**src/cat_pkg.sv**
```systemverilog
// Shared types and constants for the consensus acceptor table.
// Request and reply item layouts, code enums, controller/datapath handshake.
// No dependencies.
package cat_pkg;

    localparam int DEF_TABLE_DEPTH = 1024;
    localparam int DEF_VALUE_BYTES = 8;

    // Slot remainder unit: 32-bit instance reduced one byte per cycle.
    localparam int MOD_DIGIT_BITS = 8;
    localparam int MOD_STEPS      = 32 / MOD_DIGIT_BITS;
    localparam int MOD_STEP_W     = $clog2(MOD_STEPS);

    typedef enum logic [1:0] {
        REQ_PREPARE = 2'd0,
        REQ_ACCEPT  = 2'd1,
        REQ_REPEAT  = 2'd2,
        REQ_TRIM    = 2'd3
    } t_req_type;

    typedef enum logic [1:0] {
        MSG_PROMISE   = 2'd0,
        MSG_ACCEPTED  = 2'd1,
        MSG_PREEMPTED = 2'd2,
        MSG_REPEATED  = 2'd3
    } t_msg_kind;

    typedef struct packed {
        t_req_type   req_type;
        logic [31:0] instance_req;
        logic [31:0] ballot;
        logic [3:0]  value_len;
        logic [63:0] value_data;
    } t_req;

    typedef struct packed {
        t_msg_kind   msg_kind;
        logic [7:0]  out_acceptor;
        logic [31:0] out_instance;
        logic [31:0] out_ballot;
        logic [31:0] out_value_ballot;
        logic [3:0]  out_value_len;
        logic [63:0] out_value_data;
    } t_rsp;

    // Controller -> datapath
    typedef struct packed {
        logic load;      // capture accepted request
        logic mod_step;  // one byte of the slot remainder
        logic rd;        // read the record at the slot
        logic exec;      // commit table write, trim level and reply
        logic clr_wr;    // clearing pass write
    } t_cmd;

    // Datapath -> controller
    typedef struct packed {
        logic clr_last;
        logic reply;
        logic out_free;
    } t_sts;

endpackage

```
**src/cat_ctrl.sv**
```systemverilog
// Sequencer for the acceptor: clearing pass, slot reduction, read, update.
// Depends on cat_pkg for the command and status structs.
module cat_ctrl (
    input  logic          i_clk,
    input  logic          i_rst_n,
    input  logic          i_in_valid,
    output logic          o_in_stall,
    input  cat_pkg::t_sts i_sts,
    output cat_pkg::t_cmd o_cmd
);

    typedef enum logic [4:0] {
        S_CLEAR = 5'b00001,
        S_IDLE  = 5'b00010,
        S_MOD   = 5'b00100,
        S_READ  = 5'b01000,
        S_EXEC  = 5'b10000
    } t_state;

    t_state r_state, n_state;
    logic [cat_pkg::MOD_STEP_W-1:0] r_step, n_step;

    always_comb begin
        n_state = r_state;
        n_step  = r_step;
        o_cmd   = '0;
        case (r_state)
            S_CLEAR: begin
                o_cmd.clr_wr = 1'b1;
                if (i_sts.clr_last) begin
                    n_state = S_IDLE;
                end
            end
            S_IDLE: begin
                if (i_in_valid) begin
                    o_cmd.load = 1'b1;
                    n_step     = '0;
                    n_state    = S_MOD;
                end
            end
            S_MOD: begin
                o_cmd.mod_step = 1'b1;
                n_step         = r_step + 1'b1;
                if (r_step == cat_pkg::MOD_STEP_W'(cat_pkg::MOD_STEPS - 1)) begin
                    n_state = S_READ;
                end
            end
            S_READ: begin
                o_cmd.rd = 1'b1;
                n_state  = S_EXEC;
            end
            S_EXEC: begin
                // hold until the output register can take a reply
                if (!i_sts.reply || i_sts.out_free) begin
                    o_cmd.exec = 1'b1;
                    n_state    = S_IDLE;
                end
            end
            default: begin
                n_state = S_CLEAR;
            end
        endcase
    end

    always_ff @(posedge i_clk) begin
        if (!i_rst_n) begin
            r_state <= S_CLEAR;
            r_step  <= '0;
        end else begin
            r_state <= n_state;
            r_step  <= n_step;
        end
    end

    assign o_in_stall = (r_state != S_IDLE);

endmodule

```
**config.mk**
```make
export PLATFORM = sky130hd
export DESIGN_NAME = cat_ctrl
export DESIGN_NICKNAME = d
export VERILOG_FILES = /design/src/cat_pkg.sv /design/src/cat_ctrl.sv
export SDC_FILE = /design/constraint.sdc
export NUM_CORES = 1
export LEC_CHECK = 0
export CAP_MARGIN = 15
export CORE_AREA = 2 2 39 41
export DETAILED_ROUTE_END_ITERATION = 12
export DIE_AREA = 0 0 41 43
export DONT_BUFFER_PORTS = 1
export PLACE_DENSITY = 0.49
export SYNTH_ARGS = -nofsm -noshare
export SYNTH_HDL_FRONTEND = slang
export SYNTH_SLANG_ARGS = --single-unit
```
**constraint.sdc**
```tcl
create_clock -name i_clk -period 1.3 [get_ports i_clk]
set_clock_uncertainty 0.1 [all_clocks]
set_input_delay 0.195 -clock i_clk [delete_from_list [all_inputs] [get_ports i_clk]]
set_output_delay 0.195 -clock i_clk [all_outputs]
set_load 0.05 [all_outputs]
```
==> impl_metrics.yaml <==
outcome:
  status: "finished, violations left"
  violations: "hold timing, setup timing"
setup_path:
  critPathSlowestCell: "or3_4"
  required_ps: 1000
  slowest_delay_ps: 420
  cp-end-kind: "primary output"
  start_kind: "register"
  cp_max_fo: 3
  crit_family: "simple AND/OR/NAND/NOR gates"
  arrival_ps: 1420
  path_cells: "or3_4 > nor4_4 > buf_12"
  path_buf_inv: 1
  crit_type: "reg -> out"
global_route:
  grt_max_degree: 7
  grt_util_met1_pct: 19.2
  grtUsageMet2_pct: 28.7
  antenna_found_initial: 0
  grt_pass1_vias: 509
  grt_pass1_wl_um: 2060
  gr-usage-all-layers_pct: 18.1
  grt.met3_usage_pct: 3.14
  grt_overflow_total: 0
  top_usage_layer: "met2"
cells_and_area:
  final_cell_mix: "buf_4, buf_6, dfxtp_2"
  syn_to_final_growth_pct: 102
  final_cells: 101
  final.fill_count: 110
  layout_commonest_cell: "buf_4"
  antenna_cells: 0
  drive_gt1_share_pct: 70.6
  num-nets-final: 93
sta:
  fmax_mhz: 582
  hold_viol: 1
  setup_violations: 11
  worst_hold_slack_ps: -2.96
  max_slew_margin_pct: 78.9
  grt_setup_unrepaired: "yes"
  fin_crit_ps: 1720
  min_period_over_period_pct: 132
  drv_slew: 0
  finalWorstSetupSlack_ps: -419
  worst_slew_pin_slew_ps: 316
synth:
  syn_area_um2: 460
  synth_seq_cells: 7
  synth-adder-area-share_pct: 2.72
  synthSimpleGateAreaFrac_pct: 33.4
  synth_compound_area_share_pct: 20.7
  muxShareOfSynthArea_pct: 0
  synth_top_family_by_area: "simple AND/OR/NAND/NOR gates"
  synthArstFlopShare_pct: 0
  yosysUniqueCellTypes: 31
  synth_fp_nets: 61
  yosysWarnings: 0
  synth-edff-count: 0
  yosysSeqAreaShare_pct: 30.4
  synth_ff_type: "dfxtp_1"
  synth-xor-area-share_pct: 1.90
  synthCells: 54
  syn-mean-instance-area_um2: 8.53
detailed_routing:
  viasPerCell: 5.07
  firstDrtPassIters: 2
  drtIter0Drc: 3
  wl_um: 1360
  drc: 0
  dr_total_vias: 512
  wl_per_cell_um: 13.5
  ant_nets: 0
clock_tree:
  cts_tree: "yes"
  clock-root-buffer: "clkbuf_4"
  cts_inserted_buffers: 3
  clock_sinks: 7
  clk_pin_slew_worst_paths_ps: 50
  cts_buffer_depth: 2
  clk_latency_ps: 250
  cts_max_level: 1
placed_design:
  place.port_buffers: 0
  gp_congestion: 0.710
  dp_hpwl_um: 886
  placedCellCount: 87
pwr:
  power.leakage_nw: 0.369
  peakVddDrop_v: 0.000534
  p_per_area_nw_per_um2: 724
  power_mw: 0.674
min_path:
  hp-class: "in -> reg"
die:
  die_h_um: 43
  dieArea_um2: 1760
  row_count: 14
  start_util_pct: 33.3
  io_pins: 12
  die_w_um: 41
  core_area_um2: 1380
flow_run:
  drv_cap: 0
-- per-stage QoR --
stage	hold WS, ps	setup TNS (ps)	setup WS [ps]	utilization [%]	instance area (µm²)
finish	-2.96	-2500	-419	67.3	931
global placement	224	-710	-142	49.4	683
global route	9.58	-3130	-477	67.3	931
CTS	5.06	-2480	-429	61.6	852
floorplan	211	-2400	-444	-	507
detailed placement	224	-812	-156	49.4	683
-- what timing repair did --
item | in CTS | in global routing
hold buffers | 1 | 1
endpoints found under the setup margin | 11 | 12
pin swaps | 12 | 8
buffers inserted | 7 | 5
cloned | 0 | 0
endpoints found under the hold margin | 1 | 1
resized for setup | 23 | 13
-- flip-flops by register name, indices dropped and copies added, names as in the netlist --
register,count
r_step,2
r_state,5
-- path summary, 6_finish.rpt --
check / start / slack, ps / cells past startpoint / to
max: r_state[1]$_SDFFE_PN0P_ / -420 / 3 / o_cmd[1]
min reg2reg: r_step[1]$_SDFFE_PN0P_ / 400 / 2 / r_step[1]$_SDFFE_PN0P_
min: i_rst_n / -3 / 2 / r_step[1]$_SDFFE_PN0P_
max reg2reg: r_state[0]$_SDFFE_PN1P_ / -180 / 7 / r_step[0]$_SDFFE_PN0P_
-- area by class of cell --
| class | count | area, µm² | area share (%) |
|---|---|---|---|
| Multi-Input combinational cell | 39 | 400 | 43.0 |
| Timing Repair Buffer | 31 | 324 | 34.8 |
| Sequential cell | 7 | 145 | 15.6 |
| Clock buffer | 4 | 26.3 | 2.82 |
| Tap cell | 16 | 20.0 | 2.15 |
| Inverter | 4 | 15.0 | 1.61 |
-- worst register-to-register path, cell delays in order, from the launching register on --
cell and delay (ps):
dfxtp_2 330, buf_6 110, nor3_4 250, buf_6 160, buf_6 100, nand3_4 70
a21boi_2 160, a2111oi_4 60
-- where the power goes --
| group | leakage (nW) | total (mW) | internal, mW | switching, mW |
|---|---|---|---|---|
| combinational | 0.295 | 0.244 | 0.125 | 0.120 |
| sequential | 0.0581 | 0.229 | 0.223 | 0.00538 |
| clock | 0.0150 | 0.201 | 0.117 | 0.0839 |
-- cell usage after synthesis (2+ instances only) --
library cell  number  share of area [%]
o211ai_1           2                3.3
or3_1              2                2.7
buf_6              2                4.9
a21oi_1            4                4.3
dfxtp_1            7                 30
nor3b_1            2                3.3
nand2_1            3                2.4
nor4_1             2                2.7
inv_1              3                2.4
and3_1             2                2.7
nor2_1             2                1.6
nand3_1            3                3.3
nor3_1             2                2.2
-- logic make-up after synthesis --
kind of cell             after synthesis
AND/OR/NAND/NOR                       24
buffers and inverters                  8
adder cells (fa/ha/maj)                1
flip-flops                             7
AO/OA/AOI/OAI                         13
XOR/XNOR                               1
-- metal layers --
| metal | up-vias | wire length [µm] | part of all wire, % |
|---|---|---|---|
| met3 | 6 | 57 | 4.2 |
| met4 | 0 | 31 | 2.3 |
| li1 | 258 | - | - |
| met2 | 14 | 732 | 54 |
| met1 | 234 | 540 | 40 |
| met5 | - | 0 | 0 |
No activity file was read; power rests on OpenSTA's default activity.
